**src/design/mve_pkg.sv**
```systemverilog
// Shared types and constants for the MessagePack value encoder.
`timescale 1ns / 1ps

package mve_pkg;

    localparam logic [3:0] CMD_UINT    = 4'd0;
    localparam logic [3:0] CMD_INT     = 4'd1;
    localparam logic [3:0] CMD_F32     = 4'd2;
    localparam logic [3:0] CMD_F64     = 4'd3;
    localparam logic [3:0] CMD_NIL     = 4'd4;
    localparam logic [3:0] CMD_FALSE   = 4'd5;
    localparam logic [3:0] CMD_TRUE    = 4'd6;
    localparam logic [3:0] CMD_STR     = 4'd7;
    localparam logic [3:0] CMD_BIN     = 4'd8;
    localparam logic [3:0] CMD_EXT     = 4'd9;
    localparam logic [3:0] CMD_ARRAY   = 4'd10;
    localparam logic [3:0] CMD_MAP     = 4'd11;
    localparam logic [3:0] CMD_PAYLOAD = 4'd12;

    localparam int MVE_QUEUE_DEPTH = 2;

    // One encoded item: a head byte, then count body bytes taken from the top of body.
    typedef struct packed {
        logic [7:0]  head;
        logic [63:0] body;
        logic [3:0]  count;
    } t_desc;

endpackage

```
**src/design/msgpack_value_encoder.sv**
```systemverilog
// Top level of the MessagePack value encoder: classifier, queue, serializer.
//
//  channel  handshake                 payload
//  input    i_in_valid / o_in_ready   i_cmd, i_value, i_ext_kind
//  output   o_out_valid / i_out_ready o_out_byte, o_last
//
// One byte leaves per cycle while i_out_ready is high; an item is 1 to 9 encoded bytes,
// sent through the single output byte register of the serializer.
// Items with an unused cmd are taken and produce nothing.
// Reset clears the queue and the serializer; no clearing pass is needed.
// Output stalls back up through the queue to o_in_ready.
`timescale 1ns / 1ps

module msgpack_value_encoder
    import mve_pkg::*;
#(
    parameter int QUEUE_DEPTH = MVE_QUEUE_DEPTH
) (
    input  logic        i_clk,
    input  logic        i_rst_n,
    input  logic        i_in_valid,
    output logic        o_in_ready,
    input  logic [3:0]  i_cmd,
    input  logic [63:0] i_value,
    input  logic [7:0]  i_ext_kind,
    output logic        o_out_valid,
    input  logic        i_out_ready,
    output logic [7:0]  o_out_byte,
    output logic        o_last
);

    localparam int DESC_W = $bits(t_desc);

    t_desc             fr_desc;
    t_desc             bk_desc;
    logic              fr_emit;
    logic              q_wr_ready;
    logic              q_rd_valid;
    logic              q_rd_ready;
    logic [DESC_W-1:0] q_rd_data;

    assign o_in_ready = q_wr_ready;
    assign bk_desc    = t_desc'(q_rd_data);

    mve_front u_front (
        .i_cmd      (i_cmd),
        .i_value    (i_value),
        .i_ext_kind (i_ext_kind),
        .o_emit     (fr_emit),
        .o_desc     (fr_desc)
    );

    mve_queue #(
        .WIDTH (DESC_W),
        .DEPTH (QUEUE_DEPTH)
    ) u_queue (
        .i_clk      (i_clk),
        .i_rst_n    (i_rst_n),
        .i_wr_valid (i_in_valid && fr_emit),
        .o_wr_ready (q_wr_ready),
        .i_wr_data  (DESC_W'(fr_desc)),
        .o_rd_valid (q_rd_valid),
        .i_rd_ready (q_rd_ready),
        .o_rd_data  (q_rd_data)
    );

    mve_back u_back (
        .i_clk        (i_clk),
        .i_rst_n      (i_rst_n),
        .i_desc_valid (q_rd_valid),
        .o_desc_ready (q_rd_ready),
        .i_desc       (bk_desc),
        .o_out_valid  (o_out_valid),
        .i_out_ready  (i_out_ready),
        .o_out_byte   (o_out_byte),
        .o_last       (o_last)
    );

endmodule

```
**src/design/mve_queue.sv**
```systemverilog
// Small register queue between the classifier and the byte serializer.
`timescale 1ns / 1ps

module mve_queue #(
    parameter int WIDTH = 8,
    parameter int DEPTH = 2
) (
    input  logic             i_clk,
    input  logic             i_rst_n,
    input  logic             i_wr_valid,
    output logic             o_wr_ready,
    input  logic [WIDTH-1:0] i_wr_data,
    output logic             o_rd_valid,
    input  logic             i_rd_ready,
    output logic [WIDTH-1:0] o_rd_data
);

    localparam int PTR_W = (DEPTH > 1) ? $clog2(DEPTH) : 1;
    localparam int CNT_W = $clog2(DEPTH + 1);
    localparam logic [PTR_W-1:0] LAST_PTR = PTR_W'(DEPTH - 1);
    localparam logic [CNT_W-1:0] FULL_CNT = CNT_W'(DEPTH);

    logic [WIDTH-1:0] r_mem [DEPTH];
    logic [PTR_W-1:0] r_wr_ptr, n_wr_ptr;
    logic [PTR_W-1:0] r_rd_ptr, n_rd_ptr;
    logic [CNT_W-1:0] r_count, n_count;
    logic             push, pop;

    assign o_wr_ready = (r_count != FULL_CNT);
    assign o_rd_valid = (r_count != '0);
    assign o_rd_data  = r_mem[r_rd_ptr];
    assign push       = i_wr_valid && o_wr_ready;
    assign pop        = o_rd_valid && i_rd_ready;

    always_comb begin
        n_wr_ptr = r_wr_ptr;
        n_rd_ptr = r_rd_ptr;
        n_count  = r_count;
        if (push) begin
            n_wr_ptr = (r_wr_ptr == LAST_PTR) ? '0 : r_wr_ptr + 1'b1;
        end
        if (pop) begin
            n_rd_ptr = (r_rd_ptr == LAST_PTR) ? '0 : r_rd_ptr + 1'b1;
        end
        if (push && !pop) begin
            n_count = r_count + 1'b1;
        end else if (pop && !push) begin
            n_count = r_count - 1'b1;
        end
    end

    always_ff @(posedge i_clk) begin
        if (!i_rst_n) begin
            r_wr_ptr <= '0;
            r_rd_ptr <= '0;
            r_count  <= '0;
        end else begin
            r_wr_ptr <= n_wr_ptr;
            r_rd_ptr <= n_rd_ptr;
            r_count  <= n_count;
        end
    end

    always_ff @(posedge i_clk) begin
        if (push) begin
            r_mem[r_wr_ptr] <= i_wr_data;
        end
    end

endmodule

```
**src/design/mve_front.sv**
```systemverilog
// Classifier: picks the shortest form of one value and builds its byte descriptor.
`timescale 1ns / 1ps

module mve_front
    import mve_pkg::*;
(
    input  logic [3:0]  i_cmd,
    input  logic [63:0] i_value,
    input  logic [7:0]  i_ext_kind,
    output logic        o_emit,
    output t_desc       o_desc
);

    logic [31:0] len;
    logic [63:0] raw;
    logic [7:0]  head;
    logic [3:0]  count;
    logic [3:0]  pad;

    assign len = i_value[31:0];

    always_comb begin
        head   = 8'h00;
        raw    = i_value;
        count  = 4'd0;
        o_emit = 1'b1;
        case (i_cmd)
            CMD_UINT: begin
                if (i_value <= 64'h7f) begin
                    head = i_value[7:0];
                end else if (i_value <= 64'hff) begin
                    head = 8'hcc; count = 4'd1;
                end else if (i_value <= 64'hffff) begin
                    head = 8'hcd; count = 4'd2;
                end else if (i_value <= 64'hffff_ffff) begin
                    head = 8'hce; count = 4'd4;
                end else begin
                    head = 8'hcf; count = 4'd8;
                end
            end
            CMD_INT: begin
                if (!i_value[63]) begin
                    if (i_value <= 64'h7f) begin
                        head = i_value[7:0];
                    end else if (i_value <= 64'h7fff) begin
                        head = 8'hd1; count = 4'd2;
                    end else if (i_value <= 64'h7fff_ffff) begin
                        head = 8'hd2; count = 4'd4;
                    end else begin
                        head = 8'hd3; count = 4'd8;
                    end
                end else begin
                    if (&i_value[63:5]) begin
                        head = {3'b111, i_value[4:0]};
                    end else if (&i_value[63:7]) begin
                        head = 8'hd0; count = 4'd1;
                    end else if (&i_value[63:15]) begin
                        head = 8'hd1; count = 4'd2;
                    end else if (&i_value[63:31]) begin
                        head = 8'hd2; count = 4'd4;
                    end else begin
                        head = 8'hd3; count = 4'd8;
                    end
                end
            end
            CMD_F32: begin
                head = 8'hca; count = 4'd4;
            end
            CMD_F64: begin
                head = 8'hcb; count = 4'd8;
            end
            CMD_NIL:   head = 8'hc0;
            CMD_FALSE: head = 8'hc2;
            CMD_TRUE:  head = 8'hc3;
            CMD_STR: begin
                if (len <= 32'h1f) begin
                    head = {3'b101, len[4:0]};
                end else if (len <= 32'hff) begin
                    head = 8'hd9; count = 4'd1;
                end else if (len <= 32'hffff) begin
                    head = 8'hda; count = 4'd2;
                end else begin
                    head = 8'hdb; count = 4'd4;
                end
            end
            CMD_BIN: begin
                if (len <= 32'hff) begin
                    head = 8'hc4; count = 4'd1;
                end else if (len <= 32'hffff) begin
                    head = 8'hc5; count = 4'd2;
                end else begin
                    head = 8'hc6; count = 4'd4;
                end
            end
            CMD_EXT: begin
                raw = {24'h0, len, i_ext_kind};
                if (len == 32'd1) begin
                    head = 8'hd4; count = 4'd1;
                end else if (len == 32'd2) begin
                    head = 8'hd5; count = 4'd1;
                end else if (len == 32'd4) begin
                    head = 8'hd6; count = 4'd1;
                end else if (len == 32'd8) begin
                    head = 8'hd7; count = 4'd1;
                end else if (len == 32'd16) begin
                    head = 8'hd8; count = 4'd1;
                end else if (len <= 32'hff) begin
                    head = 8'hc7; count = 4'd2;
                end else if (len <= 32'hffff) begin
                    head = 8'hc8; count = 4'd3;
                end else begin
                    head = 8'hc9; count = 4'd5;
                end
            end
            CMD_ARRAY: begin
                if (len <= 32'hf) begin
                    head = {4'b1001, len[3:0]};
                end else if (len <= 32'hffff) begin
                    head = 8'hdc; count = 4'd2;
                end else begin
                    head = 8'hdd; count = 4'd4;
                end
            end
            CMD_MAP: begin
                if (len <= 32'hf) begin
                    head = {4'b1000, len[3:0]};
                end else if (len <= 32'hffff) begin
                    head = 8'hde; count = 4'd2;
                end else begin
                    head = 8'hdf; count = 4'd4;
                end
            end
            CMD_PAYLOAD: head = i_value[7:0];
            default:     o_emit = 1'b0;
        endcase
    end

    assign pad          = 4'd8 - count;
    assign o_desc.head  = head;
    assign o_desc.count = count;
    assign o_desc.body  = raw << {pad, 3'b000};

endmodule

```
**src/design/mve_back.sv**
```systemverilog
// Serializer: sends the head byte and then the body bytes, one per cycle while i_out_ready allows.
`timescale 1ns / 1ps

module mve_back
    import mve_pkg::*;
(
    input  logic       i_clk,
    input  logic       i_rst_n,
    input  logic       i_desc_valid,
    output logic       o_desc_ready,
    input  t_desc      i_desc,
    output logic       o_out_valid,
    input  logic       i_out_ready,
    output logic [7:0] o_out_byte,
    output logic       o_last
);

    logic        r_active;
    logic [63:0] r_body;
    logic [3:0]  r_left;
    logic        r_out_valid;
    logic [7:0]  r_out_byte;
    logic        r_last;
    logic        out_free;

    assign out_free     = !r_out_valid || i_out_ready;
    assign o_desc_ready = out_free && !r_active;
    assign o_out_valid  = r_out_valid;
    assign o_out_byte   = r_out_byte;
    assign o_last       = r_last;

    always_ff @(posedge i_clk) begin
        if (!i_rst_n) begin
            r_active    <= 1'b0;
            r_out_valid <= 1'b0;
        end else if (out_free) begin
            if (r_active) begin
                r_out_valid <= 1'b1;
                r_active    <= (r_left != 4'd1);
            end else if (i_desc_valid) begin
                r_out_valid <= 1'b1;
                r_active    <= (i_desc.count != 4'd0);
            end else begin
                r_out_valid <= 1'b0;
            end
        end
    end

    always_ff @(posedge i_clk) begin
        if (out_free) begin
            if (r_active) begin
                r_out_byte <= r_body[63:56];
                r_last     <= (r_left == 4'd1);
                r_body     <= {r_body[55:0], 8'h00};
                r_left     <= r_left - 4'd1;
            end else if (i_desc_valid) begin
                r_out_byte <= i_desc.head;
                r_last     <= (i_desc.count == 4'd0);
                r_body     <= i_desc.body;
                r_left     <= i_desc.count;
            end
        end
    end

endmodule
```
**config.mk**
```make
export PLATFORM = sky130hd
export DESIGN_NAME = msgpack_value_encoder
export DESIGN_NICKNAME = d
export VERILOG_FILES = /design/src/design/mve_pkg.sv /design/src/design/msgpack_value_encoder.sv /design/src/design/mve_queue.sv /design/src/design/mve_front.sv /design/src/design/mve_back.sv
export SDC_FILE = /design/constraint.sdc
export NUM_CORES = 1
export LEC_CHECK = 0
export BUFFER_PORTS_ARGS = -buffer_cell sky130_fd_sc_hd__clkbuf_2
export CAP_MARGIN = 20
export CORE_ASPECT_RATIO = 0.7
export CORE_MARGIN = 5
export CORE_UTILIZATION = 45
export CTS_BUF_LIST = sky130_fd_sc_hd__clkbuf_8
export DETAILED_ROUTE_END_ITERATION = 7
export HOLD_SLACK_MARGIN = 0.02
export MAX_ROUTING_LAYER = met4
export PLACE_DENSITY_LB_ADDON = 0.12
export SYNTH_ARGS = -nofsm -noshare
export SYNTH_HDL_FRONTEND = slang
export SYNTH_SLANG_ARGS = --single-unit
```
**constraint.sdc**
```tcl
create_clock -name i_clk -period 6.5 [get_ports i_clk]
set_input_delay 0.65 -clock i_clk [delete_from_list [all_inputs] [get_ports i_clk]]
set_output_delay 0.65 -clock i_clk [all_outputs]
set_load 0.05 [all_outputs]
```
==> impl_metrics.tcl <==
set metrics [dict create \
    setup_viol 0 \
    fp.coreArea_um2 26960 \
    drc 0 \
    p_leak_nw 4.732 \
    antennaDiodeCount 0 \
    critPathLaunchType "primary input" \
    dp_hpwl_um 28960 \
    io_pins 91 \
    clk_latency_ns 0.55 \
    fp.dieArea_um2 31010 \
    post-route-period-util_pct 75.54 \
    ctsHoldBuffers 0 \
    drive_gt1_share_pct 16.74 \
    critPathRequiredTime_ns 6.81 \
    peakVddDrop_v 0.0002189 \
    via_per_inst 6.139 \
    synth_area_leader_cell "edfxtp_1" \
    post_cts_buffers 0 \
    synth.net_count 1186 \
    start_util_pct 45.96 \
    fin_ws_ns 1.590 \
    grt_pass1_wl_um 58450 \
    cp-end-kind "flip-flop" \
    yosysTopAreaCellShare_pct 55.49 \
    globalRouteTotalUtil_pct 25.67 \
    fin_nets 1259 \
    report.final.slew_viol_count 0 \
    hold_class "primary input to flip-flop" \
    first_pass_iters 5 \
    status "complete, no violations" \
    yosys_warnings 0 \
    die_x_um 208.4 \
    synth_edf_count 229 \
    synth_most_common_cell "edfxtp_1" \
    ys.flop_type "edfxtp_1" \
    clock-sinks 236 \
    grt_pass1_vias 9036 \
    fin_crit_ns 4.910 \
    rsz0062_at_grt "false" \
    synth.mux.area_fraction_pct 8.248 \
    hold_violations 0 \
    critPathMaxFanout 29 \
    max-cap-violations 0 \
    synth_compound_area_share_pct 15.10 \
    portBuffers 90 \
    crit_type "primary input to flip-flop" \
    grt_max_degree 96 \
    cts_resized 0 \
    place_ws_ns 1.243 \
    cts_buffer_depth 3 \
    cts-buffers-inserted 37 \
    synthAdderAreaFrac_pct 0.4038 \
    synthXorXnorAreaFrac_pct 0.4947 \
    powerDensity_nw_per_um2 359.2 \
    route.vias.total 9608 \
    place_congestion 1.026 \
    synth_area_leaders "edfxtp_1 55%, mux2i_1 6.7%, nand2_1 3.9%, o21ai_0 3.8%, nor2_1 2.8%" \
    drt-total-wl_um 39420 \
    netlist_area_um2 12390 \
    grt-ovfl-total 0 \
    skew_ns 0.02668 \
    synthSimpleGateAreaFrac_pct 16.20 \
    cts_tree "built" \
    synth_top_family_by_area "simple AND/OR/NAND/NOR gates" \
    row_count 50 \
    postRouteAntennaNets 0 \
    synth-seq-cells 236 \
    clk_pin_slew_ns 0.06 \
    cts-root-buf "clkbuf_8" \
    htreeDepth 2 \
    initialDrtViolationCount 1118 \
    syn_inst 1102 \
    fill_cells 2429 \
    yosysSeqAreaShare_pct 56.62 \
    fmax_ghz 0.2037 \
    areaGrowthSynthToFinish_pct 11.48 \
    async_reset_ff_share_pct 0 \
    die_height_um 148.8 \
    tns_ns 0 \
    worst_pin_slew_ns 1.121 \
    postSynthAreaPerCell_um2 11.25 \
    crit_arrival_ns 5.22 \
    relSlewSlack_pct 24.69 \
    yosysUniqueCellTypes 79 \
    whs_ns 0.4094 \
    routedWlPerCell_um 25.19 \
    yosys-top-cells-count "229 x edfxtp_1, 128 x nand2_1, 94 x nor2_1" \
    antenna_found_initial 0 \
]
## cell type report
cell class | instances | area, µm² | share of cell area (%)
Clock buffer | 38 | 523.0 | 3.786
Clock inverter | 27 | 151.4 | 1.096
Timing Repair Buffer | 108 | 589.3 | 4.266
Inverter | 11 | 41.29 | 0.2989
Sequential cell | 236 | 7024 | 50.84
Tap cell | 364 | 455.4 | 3.296
Multi-Input combinational cell | 781 | 5031 | 36.42
## worst max-delay path: stages
cell,delay [ns]
clkbuf_2,0.17
nor4_4,0.36
nand4_4,0.34
or3_1,0.52
o21ai_4,0.13
buf_4,0.31
nand2_4,0.32
inv_2,0.17
ha_1,0.21
or3_1,0.15
o211a_1,0.68
o31ai_4,0.41
nand2b_1,0.42
nor3_1,0.35
## routing by layer
metal	vias to the layer above	track usage (%)	wire length (µm)
met5	-	-	0
li1	4407	-	-
met2	488	34.14	15710
met1	4644	38.84	18710
met4	0	5.514	788
met3	69	7.252	4219
## registers in the layout, indices dropped and copies added (netlist names), named ones only
register and count:
u_back.o_last 1, u_queue.r_rd_ptr 1, u_back.r_body 64, u_queue.r_wr_ptr 1, u_back.o_out_valid 1, u_back.r_left 4
u_queue.r_mem 152, u_queue.r_count 2, u_back.r_active 1, u_back.o_out_byte 8
## logic make-up (layout without fill, tap and decap cells)
kind of cell             after synthesis  count (layout)
XOR/XNOR                               7               7
flip-flops                           236             236
AO/OA/AOI/OAI                        281             281
adder cells (fa/ha/maj)                4               4
AND/OR/NAND/NOR                      389             389
multiplexers                         100             100
buffers and inverters                 85             184
## power breakdown
| group | internal, mW | switching, mW |
|---|---|---|
| Clock | 0.587 | 0.563 |
| Combinational | 0.405 | 0.920 |
| Sequential | 2.28 | 0.204 |
## per-stage QoR
stage | cells | utilization (%) | instance area, µm² | power [mW]
detailed placement | 1500 | 48.74 | 13140 | 3.856
global route | 1565 | 51.24 | 13820 | 5.249
global placement | 1499 | 48.70 | 13130 | 3.848
floorplan | 1102 | - | 12390 | 3.430
finish | 1565 | 51.24 | 13820 | 4.962
CTS | 1565 | 51.24 | 13820 | 5.020
## final timing paths
check | start | end | slack [ns] | cells after the start
min | i_rst_n | u_back.o_out_valid | 0.41 | 2
min reg2reg | u_back.r_body[4] | u_back.r_body[12] | 0.52 | 2
max | i_value[18] | u_queue.r_mem[1][6] | 1.59 | 14
max reg2reg | u_back.r_active | u_back.r_body[5] | 3.76 | 3
## placed cells by master (no fill, tap or decap), types with 4 or more instances in the layout
master / netlist / routed
a211oi_1: 12 / 12
mux2_2: 8 / 8
buf_4: 6 / 17
a22oi_1: 9 / 9
mux2_1: 9 / 9
nand2_1: 128 / 128
nand4_1: 19 / 19
dfxtp_1: 7 / 5
nor4_1: 17 / 17
a221oi_1: 4 / 4
a21oi_1: 42 / 42
clkbuf_8: 0 / 38
o22a_1: 7 / 7
and2_1: 16 / 15
ha_1: 4 / 4
inv_1: 10 / 24
or2_2: 7 / 7
mux2i_1: 83 / 83
o21ai_0: 93 / 93
nand3_1: 15 / 15
or3_1: 20 / 20
o22ai_1: 30 / 30
nor4_4: 5 / 5
clkbuf_2: 0 / 90
a32oi_1: 13 / 13
nand2b_1: 8 / 8
a21boi_0: 5 / 5
and4_1: 6 / 6
nor4_2: 4 / 4
nor3_1: 18 / 18
o211ai_1: 14 / 14
xnor2_1: 5 / 5
a2bb2oi_1: 6 / 6
and3_1: 7 / 7
nor2b_1: 7 / 7
clkinv_1: 0 / 6
edfxtp_1: 229 / 229
nor2_1: 94 / 92
Note: power is estimated with default switching activity, not from simulation.
